[config.mk]
export PLATFORM = sky130hd
export DESIGN_NAME = rpr_rsp_fifo
export DESIGN_NICKNAME = d
export VERILOG_FILES = /design/src/rtl/core/rpr_pkg.sv /design/src/rtl/core/rpr_rsp_fifo.sv
export SDC_FILE = /design/constraint.sdc
export NUM_CORES = 1
export LEC_CHECK = 0
export BUFFER_PORTS_ARGS = -buffer_cell sky130_fd_sc_hd__buf_4
export CAP_MARGIN = 10
export CORE_ASPECT_RATIO = 0.9
export CORE_MARGIN = 1
export CORE_UTILIZATION = 40
export DETAILED_ROUTE_END_ITERATION = 10
export REMOVE_ABC_BUFFERS = 1
export SETUP_SLACK_MARGIN = 0.05
export SYNTH_ARGS = -nofsm -noshare
export SYNTH_HDL_FRONTEND = slang
export SYNTH_SLANG_ARGS = --single-unit
export TNS_END_PERCENT = 1
[constraint.sdc]
create_clock -name clock -period 3.9 [get_ports clock]
set_input_delay 0.39 -clock clock [delete_from_list [all_inputs] [get_ports clock]]
set_output_delay 0.39 -clock clock [all_outputs]
set_load 0.01 [all_outputs]
[src/rtl/core/rpr_pkg.sv]
// Shared types and constants for the raster pixel resampler.
`timescale 1ns / 1ps

package rpr_pkg;

   localparam int COORD_W     = 16;     // src/dest coordinate field width
   localparam int PIX_W       = 8;      // pixel field width on the ports
   localparam int DEST_W      = 32;     // destination address width
   localparam int STORE_DEPTH = 65536;  // source raster entries
   localparam int STORE_AW    = 16;     // store address width
   localparam int CFG_DIM_W   = 9;      // source_cols / source_rows width
   localparam int CSR_IDX_W   = 2;
   localparam int CSR_DATA_W  = 16;
   localparam int RSP_DEPTH   = 8;      // result queue entries, power of two
   localparam int CORNERS     = 4;      // p00, p10, p01, p11

   localparam logic MODE_LOAD       = 1'b0;
   localparam logic MODE_SAMPLE     = 1'b1;
   localparam logic METHOD_NEAREST  = 1'b0;
   localparam logic METHOD_BILINEAR = 1'b1;

   typedef enum logic [CSR_IDX_W-1:0] {
      CSR_METHOD      = 2'd0,
      CSR_SOURCE_COLS = 2'd1,
      CSR_SOURCE_ROWS = 2'd2,
      CSR_DEST_COLS   = 2'd3
   } rpr_csr_index_type;

   typedef struct packed {
      logic               mode;
      logic [15:0]        load_addr;
      logic [PIX_W-1:0]   load_value;
      logic [COORD_W-1:0] src_x;
      logic [COORD_W-1:0] src_y;
      logic [COORD_W-1:0] dest_x;
      logic [COORD_W-1:0] dest_y;
   } rpr_req_type;

   typedef struct packed {
      logic [DEST_W-1:0] dest_addr;
      logic [PIX_W-1:0]  pixel_value;
   } rpr_rsp_type;

   typedef struct packed {
      logic                 method;
      logic [CFG_DIM_W-1:0] source_cols;
      logic [CFG_DIM_W-1:0] source_rows;
      logic [COORD_W-1:0]   dest_cols;
   } rpr_cfg_type;

   typedef struct packed {
      logic valid;
      logic sample;
   } rpr_ctl_type;

   localparam rpr_cfg_type CFG_RESET = '{
      method:      METHOD_BILINEAR,
      source_cols: 9'd256,
      source_rows: 9'd256,
      dest_cols:   16'd256
   };

endpackage

[src/rtl/core/rpr_rsp_fifo.sv]
// Result queue that parts the pipeline from the result channel.
`timescale 1ns / 1ps

module rpr_rsp_fifo (
   input  logic                 clock,
   input  logic                 reset,
   input  logic                 push,
   input  rpr_pkg::rpr_rsp_type push_item,
   input  logic                 pop,
   output logic                 out_valid,
   output rpr_pkg::rpr_rsp_type out_item
);

   localparam int PTR_W = $clog2(rpr_pkg::RSP_DEPTH);
   localparam int CNT_W = $clog2(rpr_pkg::RSP_DEPTH + 1);

   rpr_pkg::rpr_rsp_type mem_ff [rpr_pkg::RSP_DEPTH];
   logic [PTR_W-1:0]     wr_ptr_ff, rd_ptr_ff;
   logic [CNT_W-1:0]     count_ff, count_in;

   always_comb begin
      count_in = count_ff;
      case ({push, pop})
         2'b10:   count_in = count_ff + CNT_W'(1);
         2'b01:   count_in = count_ff - CNT_W'(1);
         default: count_in = count_ff;
      endcase
   end

   // pointers wrap on their own since the depth is a power of two
   always_ff @(posedge clock) begin
      if (reset) begin
         wr_ptr_ff <= '0;
         rd_ptr_ff <= '0;
         count_ff  <= '0;
      end else begin
         if (push) begin
            wr_ptr_ff <= wr_ptr_ff + PTR_W'(1);
         end
         if (pop) begin
            rd_ptr_ff <= rd_ptr_ff + PTR_W'(1);
         end
         count_ff <= count_in;
      end
      if (push) begin
         mem_ff[wr_ptr_ff] <= push_item;
      end
   end

   assign out_valid = count_ff != '0;
   assign out_item  = mem_ff[rd_ptr_ff];

endmodule

* Yosys cells after proc, flatten, opt, wreduce, memory -nomap -nowiden *
Memory sizes are Yosys's and may differ from the RTL's. A register that Yosys moved wholly into a read port is not among the register bits.
Index checks and enable logic that the tools add are counted.

operators by class
  add/sub/neg operators = 4
  equal/unequal tests = 2
  muxes and demuxes = 5
  reductions and logical operators = 2

operators by type and width
  cell                                                 count
  one-hot mux 4 bit (2 select lines)                   1
  adder 3 x 1 -> 3 bit, second input constant          2
  2-to-1 mux 3 bit                                     2
  adder 4 x 1 -> 4 bit, second input constant          1
  nonzero test 4 bit                                   1
  subtractor 4 x 1 -> 4 bit, second input constant     1
  equality test 2 x 1 -> 1 bit, second input constant  1
  equality test 2 bit, second input constant           1
  2-to-1 mux 1 bit                                     2
  nonzero test 2 bit                                   1

word-level totals
  flip-flop bits (word level) = 10
  bits in writable memories = 320
  input port bits = 44
  output and inout bits = 41
  word-level logic and storage cells = 17
  memories kept = 1

memories
  name    words  bits a word  rd ports  clocked after Yosys merged registers in  wr ports  RTL line            source
  mem_ff  8      40           1         1                                        1         rpr_rsp_fifo.sv:17  rpr_pkg::rpr_rsp_type mem_ff [rpr_pkg::RSP_DEPTH];

* Depth between registers and ports, before layout *
Gate-level depths: netlist of the first run.

  depth in word-level cells = 3
  mapped depth = 8
  mapped depth without buffers = 8

* Worst setup path before layout of the first run *
OpenSTA, ideal clock, no wires.

  path kind = register to register
  start point = register wr_ptr_ff[2]
  end point = memory mem_ff[0][0] (netlist name), enable pin
  library setup time = 0.487 ns
  data arrival time = 3.237 ns
  required time = 3.413 ns
  setup slack = 0.176 ns
  stages on the path, launching flop included = 3
  buffers on the path = 0
  clock period less this slack = 3.724 ns
  path through = dfxtp_1 > nand2b_1 > nor3_1

RTL lines
  element                   RTL line            source
  start: declaration        rpr_rsp_fifo.sv:18  logic [PTR_W-1:0] wr_ptr_ff, rd_ptr_ff;
  start signal: assignment  rpr_rsp_fifo.sv:38  wr_ptr_ff <= wr_ptr_ff + PTR_W'(1);
  end: declaration          rpr_rsp_fifo.sv:17

Straight into the memory's write port.

==> run metrics, run 1 <==
outcome finished clean; Vias 5703; GRT Util Overall 15.3%; Worst setup endpoint out_item[17]; Die Footprint 0.0331 sq mm; max incr delay on CP 0.87 ns; Die X 192 um; final hold vios 0; classification of the worst setup path reg -> out; most frequent cells in the layout edfxtp_1, buf_4, mux4_1, mux2_2, clkbuf_16; core area 0.0319 sq mm; first-pass GRT wire length 37100 um; post-synthesis register bit count 333; synthesized instance count 531; Vias/cell 5.25; worst r2r path cells 3; clk root buf clkbuf_16; Clk Latency, worst-skew pair 0.51 ns; drt total wl 24800 um; CP Cell Sequence buf_12 -> mux4_1 -> mux2_2 -> buf_4; metal3 WL 1260 um; Cell Count, Final, Fillers Out 1086; hold crit path type in -> reg; Unique masters post-synth 23; Hold Path Depth 1; GR Overflow Total 0; initial DRC count 311; DRC viols 0; Hold-fix buffers, CTS 0; Final HPWL DP 13800 um; Routed met2 length 12200 um; clock tree buffer depth 3; Pins Over Slew Limit 0; filler cell count 2546; Max FO, Critical Path 43; PortBufs 84; Slowest cell on crit path dfxtp_4; final net count 694; setup bufs post-CTS 0; Layout Area Growth over Synthesis 17.9%; share of layout cells above drive strength 1 30.4%; post_cts resized 0; WP data arrival 2.78 ns; CTS tree built; Worst VDD drop 0.000266 V; Final period util 81.4%; num ports 85; PwrDens 514 mW/mm^2; wire per inst 22.8 um; Post-Syn Area per Cell 24.4 sq um; Rel. slew slack 27.0%; post-route ant nets 0; Final Critical Period 3.17 ns; cts bufs inserted 36; Yosys Warn Count 0; die height 173 um; vias in the first global route 6126; reg2reg setup slack 1.88 ns; gpl congestion 0.719; Crit. End Element primary output; # rows 62; Worst Min Path Start push_item[20]; cell leakage power 5.07 nW; worst path required time 3.51 ns; Max Freq 0.315 GHz; H-tree depth 2; reg2reg end mem_ff[5][28]; DR top layer met4; # setup viols final 0; RSZ-0062 raised after global routing false; cell area after synthesis 0.0129 sq mm; startpoint types flop; met1 wire length 10700 um; sequential share of the synthesized area 76.3%; RR Startpoint wr_ptr_ff[0]; Fin Clk Skew 0.0154 ns; max-cap violations 0; Worst-path clk slew 0.06 ns; pin count of the biggest net entering global routing 81; Setup TNS 0 ns; Sink Count 333; drt first pass iters 4; Slew @ Worst Pin 1.09 ns; Initial Util 40.6%; initial antenna violation count 1; DP Cell Count 1023; most common cell after layout, fill and taps aside edfxtp_1
## critical path: cells and delay by family, from the launching register on
| kind | cells | cell delay (ns) |
|---|---|---|
| buffers and inverters | 2 | 0.46 |
| DFF | 1 | 0.87 |
| muxes | 2 | 0.91 |
## kinds of logic (layout without fill, tap and decap cells)
kind of cell	after synthesis	count (layout)	synth area share [%]
AOI/OAI and AO/OA	5	5	0.252
xor gates and xnor gates	7	7	0.474
adders and majority gates	5	5	0.484
buffers and inverters	25	162	1.25
DFF	333	333	76.3
muxes	125	125	20.1
other	0	2	0
and+or+nand+nor	31	31	1.09
## worst min-delay path by stage
stage | endpoint
after floorplan | count_ff[2]
after global placement | flop
after detailed placement | flop
after CTS | mem_ff[1][25]
after global routing | mem_ff[3][29]
final | mem_ff[6][20]
## cell type report
type	count	area, sq um	share of cell area, %
antenna	2	5.00	0.0328
clock buffer	43	947	6.21
clock inverter	18	130	0.854
inverter	1	3.75	0.0246
sequential	333	9880	64.8
tap	416	520	3.41
multi-input combinational	173	2960	19.4
timing repair buffer	100	801	5.25
## power breakdown
group	internal [mW]	switching (mW)	total [mW]
clock network	1.80	1.30	3.10
registers	4.02	0.0811	4.10
logic	0.349	0.281	0.630
total	6.17	1.66	7.83
## synthesized netlist by cell type
| library cell | instances | area, sq um |
|---|---|---|
| a41oi_1 | 1 | 8.76 |
| inv_1 | 1 | 3.75 |
| clkbuf_1 | 15 | 56.3 |
| nand2b_1 | 3 | 18.8 |
| or3_1 | 1 | 6.26 |
| nor2_1 | 16 | 60.1 |
| xor2_1 | 5 | 43.8 |
| buf_6 | 9 | 101 |
| mux2i_1 | 3 | 30.0 |
| a21oi_1 | 2 | 10.0 |
| nor3_1 | 3 | 15.0 |
| o21ai_0 | 1 | 5.00 |
| or4_1 | 1 | 7.51 |
| mux2_2 | 42 | 473 |
| nand2_1 | 5 | 18.8 |
| mux4_1 | 80 | 2100 |
| nor4b_1 | 1 | 8.76 |
| edfxtp_1 | 320 | 9610 |
| ha_1 | 5 | 62.6 |
| nor2b_1 | 1 | 6.26 |
| o41ai_1 | 1 | 8.76 |
| dfxtp_1 | 13 | 260 |
| xnor2_1 | 2 | 17.5 |
## metrics by stage
| stage | setup WS (ns) | util, % | total power [mW] | area [sq um] | hold WS (ns) |
|---|---|---|---|---|---|
| 2_1_floorplan | 0.0939 | - | 4.51 | 12800 | 0.459 |
| 3_3_place_gp | 1.23 | 44.4 | 4.80 | 14200 | 0.505 |
| 3_5_place_dp | 1.22 | 44.4 | 4.82 | 14200 | 0.510 |
| 4_1_cts | 0.661 | 47.8 | 7.93 | 15200 | 0.0926 |
| 5_1_grt | 0.601 | 47.8 | 8.10 | 15200 | 0.100 |
| 6_report | 0.727 | 47.8 | 7.83 | 15200 | 0.111 |
## sequential cells by signal, indices dropped and copies added, names as in the netlist, named ones only
signal	cells
mem_ff	320
count_ff	4
rd_ptr_ff	3
wr_ptr_ff	3
## routing by layer
| metal | vias to the layer above | global-route usage [%] |
|---|---|---|
| met2 | 110 | 25.6 |
| met3 | 33 | 2.98 |
| li1 | 2544 | - |
| met1 | 3016 | 20.4 |
| met4 | 0 | 4.30 |
| met5 | - | 0 |
No activity file was read; power rests on OpenSTA's default activity.
==> inputs of run 2 (changes only) <==
--- a/config.mk
+++ b/config.mk
@@ -5,6 +5,7 @@
 export SDC_FILE = /design/constraint.sdc
 export NUM_CORES = 1
 export LEC_CHECK = 0
+export ABC_AREA = 1
 export BUFFER_PORTS_ARGS = -buffer_cell sky130_fd_sc_hd__buf_4
 export CAP_MARGIN = 10
 export CORE_ASPECT_RATIO = 0.9
==> constraint.sdc (replaced) <==
create_clock -name clock -period 3.3 [get_ports clock]
set_input_delay 0.33 -clock clock [delete_from_list [all_inputs] [get_ports clock]]
set_output_delay 0.33 -clock clock [all_outputs]
set_load 0.01 [all_outputs]
==> run 2 against run 1 <==
Effect of this change:
- largest power group unchanged
- die area increased by 3.3%
- flip-flop and latch count is the same
- critical path type unchanged
- combinational power increased by 48%
==> run metrics, run 2 <==
outcome finished clean; final net count 1119; max incr delay on CP 0.49 ns; H-tree depth 2; post-route ant nets 0; RR Startpoint wr_ptr_ff[0]; drt first pass iters 5; initial antenna violation count 2; share of layout cells above drive strength 1 18.3%; Max Freq 0.379 GHz; Flop pwr share 51.1%; Worst-path clk slew 0.06 ns; pin count of the biggest net entering global routing 140; most frequent cell after synthesis edfxtp_1; drt total wl 28500 um; Die X 195 um; Area after DPL 0.0143 sq mm; Rel. slew slack 44.0%; PortBufs 84; DRC viols 0; cell area after synthesis 0.0134 sq mm; Crit. End Element primary output; die height 175 um; CP Cell Sequence buf_12 -> o21ai_0 -> o21ai_1 -> nand2_1 -> nand2_1 -> buf_4; Worst Hold End mem_ff[3][14]; Vias 7855; most frequent cells in the layout edfxtp_1, nand2_1, nor2_1, buf_4; Clk Latency, worst-skew pair 0.52 ns; core area 0.0329 sq mm; RSZ-0062 raised after global routing false; Final Critical Period 2.64 ns; filler cell count 2951; P_sw 2.17 mW; clk root buf clkbuf_16; reg2reg setup slack 1.32 ns; sw frac 23.2%; Top delay family on crit path buffers and inverters; synthesized instance count 987; Worst VDD drop 0.000389 V; Yosys Warn Count 0; Pins Over Slew Limit 0; sequential share of the synthesized area 73.9%; Hold Path Depth 1; hold crit path type in -> reg; Buf/Inv on CP 2; Unique masters post-synth 28; CTS tree built; worst path required time 2.97 ns; # setup viols final 0; post-place setup slack 1.21 ns; reg2reg end mem_ff[3][27]; Largest register FFs 320; Vias/cell 5.18; Post-Syn Area per Cell 13.5 sq um; startpoint types flop; Synth top cells by count edfxtp_1, nand2_1, nor2_1; Hold-fix buffers, CTS 0; total power 9.35 mW; internal power 7.18 mW; Die Footprint 0.0341 sq mm; setup bufs post-CTS 0; top cells by area, synth edfxtp_1, nand2_1, nor2_1; cell repeated most along the worst path nand2_1; wire per inst 18.8 um; clock tree buffer depth 3; Multi-input gate area 0.00298 sq mm; final hold vios 0; Most used DFF post-synth edfxtp_1; WP data arrival 2.31 ns; GR Overflow Total 0; post_cts resized 0; post-synthesis register bit count 333; Final HPWL DP 15000 um; classification of the worst setup path reg -> out; WP depth 6; top flop regs mem_ff: 320 flops, count_ff: 4 flops; Initial Util 40.6%; Slowest cell on crit path dfxtp_4; Slew @ Worst Pin 0.839 ns; Reg with most FFs mem_ff; gpl congestion 0.710; cell leakage power 5.28 nW; Setup TNS 0 ns; fraction of registers with async set/reset 0%; Fin Clk Skew 0.0184 ns; most common cell after layout, fill and taps aside edfxtp_1; num ports 85; Finished Cell Area 0.0154 sq mm; Post-synth EDFFs 320; Sink Count 333; worst r2r path cells 3; Layout Area Growth over Synthesis 14.9%; Clk network pwr share 38.9%; Final period util 80.1%; Max FO, Critical Path 139; initial DRC count 436; max-cap violations 0; vias in the first global route 7666; top cell type's share of synthesized area 71.9%; Gate power share 10.0%; PwrDens 609 mW/mm^2; Final WS setup 0.658 ns; # rows 63; first-pass GRT wire length 43800 um; GRT Util Overall 16.7%; register area 0.00988 sq mm; cts bufs inserted 35; Synth area leader edfxtp_1; Worst Min Path Start push_item[14]
-- run 2: kinds of logic after synthesis --
logic type               count (synthesis)  synth area share, %
AO/OA/AOI/OAI                          212                 8.37
XOR/XNOR                                 3                0.197
adder cells (fa/ha/maj)                  5                0.468
buffers and inverters                   74                 4.26
flip-flops                             333                 73.9
multiplexers                            40                 3.00
AND/OR/NAND/NOR                        320                 9.85
-- run 2: area by class of cell --
type | instances | share of cell area (%)
clock inverters | 14 | 0.701
diodes | 1 | 0.0163
flip-flops and latches | 333 | 64.3
clock buffers | 46 | 6.11
repair buffers | 104 | 5.57
multi-input cells | 580 | 19.4
inverters | 16 | 0.407
well taps | 422 | 3.44
-- run 2: routing by layer --
metal | share of wire (%) | vias to the layer above | GRT usage (%)
li1 | - | 3730 | -
met1 | 47 | 3924 | 22.8
met2 | 47 | 161 | 27.4
met3 | 4.8 | 38 | 3.19
met4 | 1.4 | 2 | 4.37
met5 | 0.060 | - | 0
-- run 2: worst max-delay path by stage --
stage                         end  slack, ns
finish               out_item[30]       0.66
detailed placement  mem_ff[6][13]       1.21
floorplan             out_item[0]      -2.81
global route         out_item[30]       0.46
global placement    mem_ff[6][13]       1.23
CTS                  out_item[11]       0.67
-- run 2: stage by stage --
stage	cells	util (%)	hold WS (ns)
after global routing	1515	46.6	0.0272
after detailed placement	1455	43.4	0.494
final	1516	46.6	0.0402
after CTS	1515	46.6	0.0279
after floorplan	929	-	0.399
after global placement	1455	43.4	0.491
-- run 2: power by group through the flow --
stage,clock (mW),combinational (mW),sequential (mW)
after global placement,0,0.943,4.87
after detailed placement,0,0.949,4.87
final,3.64,0.932,4.78
after global routing,3.87,1.04,4.79
after floorplan,0,0.483,4.93
after CTS,3.71,0.952,4.78
-- run 2: worst reg2reg max path, delay by kind of cell (launching register included) --
family | cells | cell delay [ns]
simple gates | 2 | 0.92
buf+inv | 1 | 0.36
flops | 1 | 0.38
