<file path="src/rtl/core/rpr_pkg.sv">
// Shared types and constants for the raster pixel resampler.
`timescale 1ns / 1ps

package rpr_pkg;

   localparam int COORD_W     = 16;     // src/dest coordinate field width
   localparam int PIX_W       = 8;      // pixel field width on the ports
   localparam int DEST_W      = 32;     // destination address width
   localparam int STORE_DEPTH = 65536;  // source raster entries
   localparam int STORE_AW    = 16;     // store address width
   localparam int CFG_DIM_W   = 9;      // source_cols / source_rows width
   localparam int CSR_IDX_W   = 2;
   localparam int CSR_DATA_W  = 16;
   localparam int RSP_DEPTH   = 8;      // result queue entries, power of two
   localparam int CORNERS     = 4;      // p00, p10, p01, p11

   localparam logic MODE_LOAD       = 1'b0;
   localparam logic MODE_SAMPLE     = 1'b1;
   localparam logic METHOD_NEAREST  = 1'b0;
   localparam logic METHOD_BILINEAR = 1'b1;

   typedef enum logic [CSR_IDX_W-1:0] {
      CSR_METHOD      = 2'd0,
      CSR_SOURCE_COLS = 2'd1,
      CSR_SOURCE_ROWS = 2'd2,
      CSR_DEST_COLS   = 2'd3
   } rpr_csr_index_type;

   typedef struct packed {
      logic               mode;
      logic [15:0]        load_addr;
      logic [PIX_W-1:0]   load_value;
      logic [COORD_W-1:0] src_x;
      logic [COORD_W-1:0] src_y;
      logic [COORD_W-1:0] dest_x;
      logic [COORD_W-1:0] dest_y;
   } rpr_req_type;

   typedef struct packed {
      logic [DEST_W-1:0] dest_addr;
      logic [PIX_W-1:0]  pixel_value;
   } rpr_rsp_type;

   typedef struct packed {
      logic                 method;
      logic [CFG_DIM_W-1:0] source_cols;
      logic [CFG_DIM_W-1:0] source_rows;
      logic [COORD_W-1:0]   dest_cols;
   } rpr_cfg_type;

   typedef struct packed {
      logic valid;
      logic sample;
   } rpr_ctl_type;

   localparam rpr_cfg_type CFG_RESET = '{
      method:      METHOD_BILINEAR,
      source_cols: 9'd256,
      source_rows: 9'd256,
      dest_cols:   16'd256
   };

endpackage

</file>
<file path="src/rtl/core/rpr_fetch.sv">
// Coordinate split, edge clamping, corner addresses, weights, destination address and store writes.
`timescale 1ns / 1ps

module rpr_fetch #(
   parameter int MAX_COLS  = 256,
   parameter int MAX_ROWS  = 256,
   parameter int FRAC_BITS = 8
) (
   input  logic                                              clock,
   input  logic                                              reset,
   input  logic                                              req_fire,
   input  rpr_pkg::rpr_req_type                              req_item,
   input  rpr_pkg::rpr_cfg_type                              cfg,
   output rpr_pkg::rpr_ctl_type                              s2_ctl,
   output logic [rpr_pkg::CORNERS-1:0][2*FRAC_BITS+1:0]      weight,
   output logic [rpr_pkg::DEST_W-1:0]                        dest_addr,
   output logic                                              wr_en,
   output logic [rpr_pkg::STORE_AW-1:0]                      wr_addr,
   output logic [rpr_pkg::PIX_W-1:0]                         wr_data,
   output logic [rpr_pkg::CORNERS-1:0][rpr_pkg::STORE_AW-1:0] rd_addr
);

   localparam int IW  = rpr_pkg::COORD_W - FRAC_BITS;
   localparam int CW  = $clog2(MAX_COLS + 1);
   localparam int RW  = $clog2(MAX_ROWS + 1);
   localparam int XW  = $clog2(MAX_COLS);
   localparam int YW  = $clog2(MAX_ROWS);
   localparam int DCW = (CW > rpr_pkg::CFG_DIM_W) ? CW : rpr_pkg::CFG_DIM_W;
   localparam int DRW = (RW > rpr_pkg::CFG_DIM_W) ? RW : rpr_pkg::CFG_DIM_W;
   localparam int KCW = (IW + 1 > CW) ? IW + 1 : CW;
   localparam int KRW = (IW + 1 > RW) ? IW + 1 : RW;
   localparam int PW  = YW + CW;
   localparam int SW  = ((PW > XW) ? PW : XW) + 1;
   localparam int WW  = 2 * FRAC_BITS + 2;
   localparam logic [FRAC_BITS:0] ONE_UNIT = (FRAC_BITS + 1)'(1) << FRAC_BITS;

   logic [CW-1:0] cols;
   logic [RW-1:0] rows;
   logic [XW-1:0] x0_in, x1_in;
   logic [YW-1:0] y0_in, y1_in;

   always_comb begin
      logic [DCW-1:0] cw;
      logic [DRW-1:0] rw;
      logic [KCW-1:0] ixk, ix1k, climk;
      logic [KRW-1:0] iyk, iy1k, rlimk;
      cw = DCW'(cfg.source_cols);
      rw = DRW'(cfg.source_rows);
      // zero counts as one, anything above the maximum counts as the maximum
      if (cw == '0) begin
         cw = DCW'(1);
      end else if (cw > DCW'(MAX_COLS)) begin
         cw = DCW'(MAX_COLS);
      end
      if (rw == '0) begin
         rw = DRW'(1);
      end else if (rw > DRW'(MAX_ROWS)) begin
         rw = DRW'(MAX_ROWS);
      end
      cols = CW'(cw);
      rows = RW'(rw);

      ixk   = KCW'(req_item.src_x[rpr_pkg::COORD_W-1:FRAC_BITS]);
      ix1k  = ixk + KCW'(1);
      climk = KCW'(cols) - KCW'(1);
      iyk   = KRW'(req_item.src_y[rpr_pkg::COORD_W-1:FRAC_BITS]);
      iy1k  = iyk + KRW'(1);
      rlimk = KRW'(rows) - KRW'(1);

      x0_in = XW'((ixk < climk) ? ixk : climk);
      x1_in = XW'((ix1k < climk) ? ix1k : climk);
      y0_in = YW'((iyk < rlimk) ? iyk : rlimk);
      y1_in = YW'((iy1k < rlimk) ? iy1k : rlimk);
   end

   // stage 1
   rpr_pkg::rpr_ctl_type              s1_ctl_ff;
   logic [XW-1:0]                     s1_x0_ff, s1_x1_ff;
   logic [YW-1:0]                     s1_y0_ff, s1_y1_ff;
   logic [FRAC_BITS-1:0]              s1_fx_ff, s1_fy_ff;
   logic [rpr_pkg::STORE_AW-1:0]      s1_load_addr_ff;
   logic [rpr_pkg::PIX_W-1:0]         s1_load_value_ff;
   logic [rpr_pkg::DEST_W-1:0]        s1_dprod_ff;
   logic [rpr_pkg::COORD_W-1:0]       s1_dx_ff;

   always_ff @(posedge clock) begin
      if (reset) begin
         s1_ctl_ff <= '0;
      end else begin
         s1_ctl_ff.valid  <= req_fire;
         s1_ctl_ff.sample <= req_item.mode == rpr_pkg::MODE_SAMPLE;
      end
      s1_x0_ff         <= x0_in;
      s1_x1_ff         <= x1_in;
      s1_y0_ff         <= y0_in;
      s1_y1_ff         <= y1_in;
      s1_fx_ff         <= req_item.src_x[FRAC_BITS-1:0];
      s1_fy_ff         <= req_item.src_y[FRAC_BITS-1:0];
      s1_load_addr_ff  <= req_item.load_addr;
      s1_load_value_ff <= req_item.load_value;
      s1_dprod_ff      <= req_item.dest_y * cfg.dest_cols;
      s1_dx_ff         <= req_item.dest_x;
   end

   // stage 2: row bases, corner weights, destination address
   rpr_pkg::rpr_ctl_type                s2_ctl_ff;
   logic [PW-1:0]                       s2_row0_ff, s2_row1_ff;
   logic [XW-1:0]                       s2_x0_ff, s2_x1_ff;
   logic [rpr_pkg::STORE_AW-1:0]        s2_load_addr_ff;
   logic [rpr_pkg::PIX_W-1:0]           s2_load_value_ff;
   logic [rpr_pkg::CORNERS-1:0][WW-1:0] s2_weight_ff;
   logic [rpr_pkg::DEST_W-1:0]          s2_dest_ff;
   logic [FRAC_BITS:0]                  gx, gy, fxe, fye;

   assign fxe = {1'b0, s1_fx_ff};
   assign fye = {1'b0, s1_fy_ff};
   assign gx  = ONE_UNIT - fxe;
   assign gy  = ONE_UNIT - fye;

   always_ff @(posedge clock) begin
      if (reset) begin
         s2_ctl_ff <= '0;
      end else begin
         s2_ctl_ff <= s1_ctl_ff;
      end
      s2_row0_ff       <= PW'(s1_y0_ff) * PW'(cols);
      s2_row1_ff       <= PW'(s1_y1_ff) * PW'(cols);
      s2_x0_ff         <= s1_x0_ff;
      s2_x1_ff         <= s1_x1_ff;
      s2_load_addr_ff  <= s1_load_addr_ff;
      s2_load_value_ff <= s1_load_value_ff;
      s2_weight_ff[0]  <= gx * gy;
      s2_weight_ff[1]  <= fxe * gy;
      s2_weight_ff[2]  <= gx * fye;
      s2_weight_ff[3]  <= fxe * fye;
      s2_dest_ff       <= s1_dprod_ff + rpr_pkg::DEST_W'(s1_dx_ff);
   end

   logic [SW-1:0] a00, a10, a01, a11;

   // addresses wrap modulo the store depth
   assign a00 = SW'(s2_row0_ff) + SW'(s2_x0_ff);
   assign a10 = SW'(s2_row0_ff) + SW'(s2_x1_ff);
   assign a01 = SW'(s2_row1_ff) + SW'(s2_x0_ff);
   assign a11 = SW'(s2_row1_ff) + SW'(s2_x1_ff);

   assign rd_addr[0] = rpr_pkg::STORE_AW'(a00);
   assign rd_addr[1] = rpr_pkg::STORE_AW'(a10);
   assign rd_addr[2] = rpr_pkg::STORE_AW'(a01);
   assign rd_addr[3] = rpr_pkg::STORE_AW'(a11);

   assign wr_en     = s2_ctl_ff.valid & ~s2_ctl_ff.sample;
   assign wr_addr   = s2_load_addr_ff;
   assign wr_data   = s2_load_value_ff;
   assign s2_ctl    = s2_ctl_ff;
   assign weight    = s2_weight_ff;
   assign dest_addr = s2_dest_ff;

endmodule

</file>
<file path="config.mk">
export PLATFORM = sky130hd
export DESIGN_NAME = rpr_fetch
export DESIGN_NICKNAME = d
export VERILOG_FILES = /design/src/rtl/core/rpr_pkg.sv /design/src/rtl/core/rpr_fetch.sv
export SDC_FILE = /design/constraint.sdc
export NUM_CORES = 2
export LEC_CHECK = 0
export BUFFER_PORTS_ARGS = -buffer_cell sky130_fd_sc_hd__clkbuf_2
export CORE_ASPECT_RATIO = 2
export CORE_MARGIN = 2
export CORE_UTILIZATION = 65
export CTS_BUF_LIST = sky130_fd_sc_hd__clkbuf_8
export CTS_CLUSTER_DIAMETER = 150
export DETAILED_ROUTE_END_ITERATION = 8
export MAX_ROUTING_LAYER = met4
export PLACE_DENSITY = 0.95
export SKIP_LAST_GASP = 1
export SLEW_MARGIN = 20
export SYNTH_ARGS = -nofsm -noshare
export SYNTH_HDL_FRONTEND = slang
export SYNTH_SLANG_ARGS = --single-unit
</file>
<file path="constraint.sdc">
create_clock -name clock -period 16.2 [get_ports clock]
set_clock_uncertainty 0.2 [all_clocks]
set_input_delay 0.81 -clock clock [delete_from_list [all_inputs] [get_ports clock]]
set_output_delay 0.81 -clock clock [all_outputs]
set_load 0.005 [all_outputs]
</file>
-- Word level (Yosys, flattened, before mapping)
Cells that the tools add are included.
- add/sub/neg operators: 11
- $mul: 7
- $lt $le $gt $ge: 6
- multiplexer cells: 8
- bitwise operators: 2
- reduce and logical (&&, ||, !) cells: 2
- operator list (operator ; count):
    adder 16 x 8 -> 16 bit ; 4
    two-way mux 9 bit ; 4
    adder 32 x 16 -> 32 bit ; 1
    multiplier 16 x 16 -> 32 bit ; 1
    multiplier 8 x 9 -> 16 bit ; 2
    two-way mux 8 bit ; 4
    adder 8 x 1 -> 9 bit (second input constant) ; 2
    > comparator 9 bit (second input constant) ; 2
    zero test 9 bit ; 2
    < comparator 8 x 9 -> 1 bit ; 2
    < comparator 9 bit ; 2
    multiplier 9 x 9 -> 18 bit ; 1
    subtractor 9 x 1 -> 9 bit (second input constant) ; 2
    subtractor 9 x 8 -> 9 bit (first input constant) ; 2
    multiplier 8 x 9 -> 17 bit ; 1
    multiplier 9 x 8 -> 17 bit ; 1
    multiplier 8 x 8 -> 16 bit ; 1
    AND 1 bit ; 1
    inverter 1 bit ; 1
- register bits: 296
- input port bits: 127
- output and inout port bits: 195
- logic and storage cells: 61

-- Logic depth before layout (Yosys ltp)
- word-level depth: 6
- depth in mapped cells: 24
- gate-level depth less buffers: 24

-- Least setup slack after synthesis
OpenSTA, ideal clock, no wires.
- path type: in2reg
- start: in cfg[1] in the netlist's numbering
- end: reg s1_dprod_ff[31] in the netlist's numbering
- setup time: 0.115 ns
- data arrival time: 6.409 ns
- data required time: 15.885 ns
- slack: 9.476 ns
- cell stages on the path: 21
- buffers on the path: 1
- path through: clkbuf_1 > nand2_1 > fa_1 > fa_1 > inv_1 > fa_1 > fa_1 > fa_1 > inv_1 > fa_1 > inv_1 > ha_1 > a21oi_2 > o21ai_1 > a2111oi_1 > o31ai_1 > a31oi_2 > o21ai_2 > o31a_1 > or4_1 > and3_1
- longest elaborated chain between the ends: 1
- RTL lines (what ; line ; source):
    start: declaration ; rpr_fetch.sv:13 ; input rpr_pkg::rpr_cfg_type cfg,
    multiplier 16 x 16 -> 32 bit ; rpr_fetch.sv:101 ; s1_dprod_ff <= req_item.dest_y * cfg.dest_cols;
    end signal: assignment ; rpr_fetch.sv:101 ;
    end: declaration ; rpr_fetch.sv:83 ; logic [rpr_pkg::DEST_W-1:0] s1_dprod_ff;
Every way passes these cells.
A chain may end at the register's enable or synchronous reset.

-- Worst setup path in the final report
- start: reg s1_fy_ff[1]
- end: reg s2_weight_ff, in the netlist weight[16]
- longest elaborated chain between the ends: 2
- RTL lines (what ; line ; source):
    start: declaration ; rpr_fetch.sv:80 ; logic [FRAC_BITS-1:0] s1_fx_ff, s1_fy_ff;
    start signal: assignment ; rpr_fetch.sv:98 ; s1_fy_ff <= req_item.src_y[FRAC_BITS-1:0];
    subtractor 9 x 8 -> 9 bit ; rpr_fetch.sv:118 ; assign gy = ONE_UNIT - fye;
    multiplier 9 x 9 -> 18 bit ; rpr_fetch.sv:132 ; s2_weight_ff[0] <= gx * gy;
    end: declaration ; rpr_fetch.sv:111 ; logic [rpr_pkg::CORNERS-1:0][WW-1:0] s2_weight_ff;
Every way passes these cells.

==> flow_summary_export.csv <==
group,metric,value,unit
power,powerDensity,173.5,mW/mm2
placed_design,post-dp-hpwl,69.33,mm
sta,worst_pin_slew,1.147,ns
grt,grt_pass1_vias,28340,
clock_network,cts_setup_buffers,0,
die,coreArea,0.04907,mm2
die,die_w,161.2,um
final_layout,final_cell_mix,"inv_1 (655), fa_1 (451), ha_1 (406), nand2_1 (386), and2_1 (338)",
die,start_util,65.45,%
die,num_io_pins,322,
critical_path,cp_slowest_cell,"dfxtp_1",
placed_design,gp_congestion,0.9600,
synthesis,synthCells,3485,
grt,antenna_found_initial,1,
critical_path,cp_max_fo,16,
outcome,status,"finished, final reports clean",
critical_path,worstPathCellList,"inv_1, ha_1, inv_1, nor2_1, xnor2_1, buf_4, nand2_1, fa_1, fa_1, fa_1, inv_1, fa_1, ha_1, a21boi_1, o21ai_1, a211oi_1, o21a_1, o21ai_1, a211oi_1, xor2_1",
clock_network,clock_tree.root_cell,"clkbuf_8",
power,power,6106,uW
sta,fin_crit,7.007,ns
clock_network,cts_tree,"yes",
detailed_routing,drtPass1Iterations,5,
synthesis,syn_avg_cell_area,9.215,um2
grt,gr-total-overflow,0,
clock_network,cts.sinks,293,
grt,grtUsageTotal,36.57,%
sta,setup_violations,0,
clock_network,clock_latency,0.61,ns
synthesis,synth_edf_count,0,
detailed_routing,drcViolationCount,0,
run,maxCapViolCount,0,
synthesis,async_flop_share,0,%
detailed_routing,wl_per_cell,20.04,um
power,power_leakage,0.01851,uW
detailed_routing,num_vias,25965,
detailed_routing,viasPerCell,5.848,
final_layout,fin_nets,4745,
power,irDropWorstVdd,0.4108,mV
critical_path,arrival,7.32,ns
clock_network,cts_buffers,43,
synthesis,ys_types,66,
synthesis,synthFlopType,"dfxtp_1",
sta,slew_headroom,23.41,%
die,num_rows,115,
final_layout,area.sequential,0.005866,mm2
sta,fin_setup_tns,0,ns
synthesis,yosysWarnings,0,
die,die_h,318.3,um
hold_path,hold_class,"in2reg",
critical_path,crit_path_frequent_cell,"fa_1",
placed_design,io_buffers,316,
sta,slew_viol_final,0,
detailed_routing,wl,88.97,mm
clock_network,cts_buffer_depth,3,
placed_design,dp_slack,8.923,ns
critical_path,cp_slowest_stage_delay,0.90,ns
sta,finalHoldViolCount,0,
final_layout,nFillCells,3143,
final_layout,final-instance-count-excl-fill,4440,
final_layout,multi_input_area,0.02340,mm2
synthesis,syn-cell-area,0.03211,mm2
detailed_routing,drt_iter0_drc,1859,
clock_network,clkTransAtPathRegs,0.09,ns
sta,fmaxAchievable,0.1427,GHz
sta,rsz0062_at_grt,"false",
final_layout,drive_above_1_share,11.47,%
synthesis,ys_ff_latch,293,
grt,grt_max_degree,30,
sta,finalWorstSetupSlack,9.193,ns
synthesis,ys_seq_area_share,18.26,%
final_layout,final_core_utilization,71.74,%
final_layout,area_growth,9.600,%
detailed_routing,ant_nets,0,
final_layout,mostFrequentLayoutCell,"inv_1",
die,dieArea,0.05131,mm2
grt,grt_pass1_wl,142.1,mm
clock_network,cts_resized,0,
critical_path,cp.required,16.51,ns
sta,finalCritPeriodShare,43.25,%
clock_network,cts_hold_buf,0,
critical_path,startpoint_type,"flop",
critical_path,endpoint_kind,"flop",
placed_design,placed_cells,4359,
critical_path,critical_path_class,"reg2reg",
clock_network,ctsHtreeMaxLevel,2,
final cells by class:
type / count / area share (%)
Antenna cell: 3 / 0.02133
Clock buffer: 49 / 1.916
Clock inverter: 29 / 0.7358
Inverter: 647 / 6.900
Multi-Input combinational cell: 2436 / 66.47
Sequential cell: 293 / 16.66
Tap cell: 643 / 2.286
Timing Repair Buffer: 340 / 5.005
through the flow:
step           cell area, um2  hold WS, ns
3_3_place_gp            34250       0.1097
4_1_cts                 35180      0.05115
2_1_floorplan           32130       0.1096
6_report                35200      0.09667
3_5_place_dp            34250       0.1121
5_1_grt                 35190      0.06921
sequential cells by signal, summed over array words and instances, names as in the netlist:
register and count:
dest_addr 32, s1_ctl_ff 2, s1_dprod_ff 32, s1_dx_ff 16, s1_fx_ff 8, s1_fy_ff 8
s1_load_addr_ff 16, s1_load_value_ff 8, s1_x0_ff 8, s1_x1_ff 8, s1_y0_ff 8, s1_y1_ff 8
s2_ctl 2, s2_row0_ff 16, s2_row1_ff 16, s2_x0_ff 8, s2_x1_ff 8, weight 65
wr_addr 16, wr_data 8
worst paths after layout:
path                              startpoint     endpoint  slack (ns)  cells after the start
worst min register to register   s1_x1_ff[5]  s2_x1_ff[5]        0.12                      0
worst max-delay path             s1_fy_ff[1]   weight[16]        9.19                     20
worst max register to register   s1_fy_ff[1]   weight[16]        9.19                     20
worst min-delay path            req_item[39]  s1_fy_ff[7]         0.1                      1
cell families (layout without fill, tap and decap cells):
| kind of cell | after synthesis | in the layout | synth area share (%) |
|---|---|---|---|
| flops | 293 | 293 | 18.26 |
| other cells | 1 | 7 | 0.01168 |
| fa+ha+maj | 857 | 857 | 43.93 |
| simple gates | 1040 | 1040 | 16.13 |
| compound gates | 297 | 297 | 6.070 |
| buf+inv | 759 | 1065 | 8.965 |
| mux | 30 | 30 | 0.9506 |
| xor+xnor | 208 | 208 | 5.673 |
critical path, delay by kind of cell, from the launching register on:
family	cells	cell delay, ns
adder cells (fa/ha/maj)	6	2.72
AO/OA/AOI/OAI	6	1.38
flip-flops	1	0.90
buffers and inverters	4	0.78
XOR/XNOR	2	0.76
AND/OR/NAND/NOR	2	0.17
synthesized netlist by cell type, types with 7 or more instances:
cell type,n,area share [%]
o21bai_1,7,0.16
a211oi_1,12,0.28
o21ai_0,27,0.42
buf_4,8,0.19
o21ai_1,34,0.53
mux2i_1,29,0.90
xnor2_1,145,4.0
o21a_1,21,0.49
nor2b_1,49,0.95
nor4_1,9,0.18
nor3_1,36,0.56
a21o_1,34,0.79
nand4_1,11,0.21
nor2_1,126,1.5
nand2b_1,17,0.33
a21oi_1,88,1.4
and3_1,11,0.21
a21boi_1,15,0.35
nand3_1,29,0.45
nand2_1,386,4.5
xor2_1,63,1.7
ha_1,406,16
clkbuf_1,98,1.1
a41oi_1,7,0.19
inv_1,645,7.5
and2_1,338,6.6
dfxtp_1,293,18
fa_1,451,28
metal layers:
layer,GRT usage (%),vias up,share of wire [%]
li1,-,11312,-
met1,34.47,12537,30
met2,66.27,1504,53
met3,6.226,612,7.7
met4,25.83,0,8.9
met5,-,-,0
power breakdown:
group	total, uW	leakage [uW]	internal (uW)	switching (uW)
Clock	657	0.000514	346	311
Sequential	1130	0.00247	984	150
Combinational	4320	0.0155	1860	2460
Total	6110	0.0185	3190	2920
(Power assumes the default switching activity.)
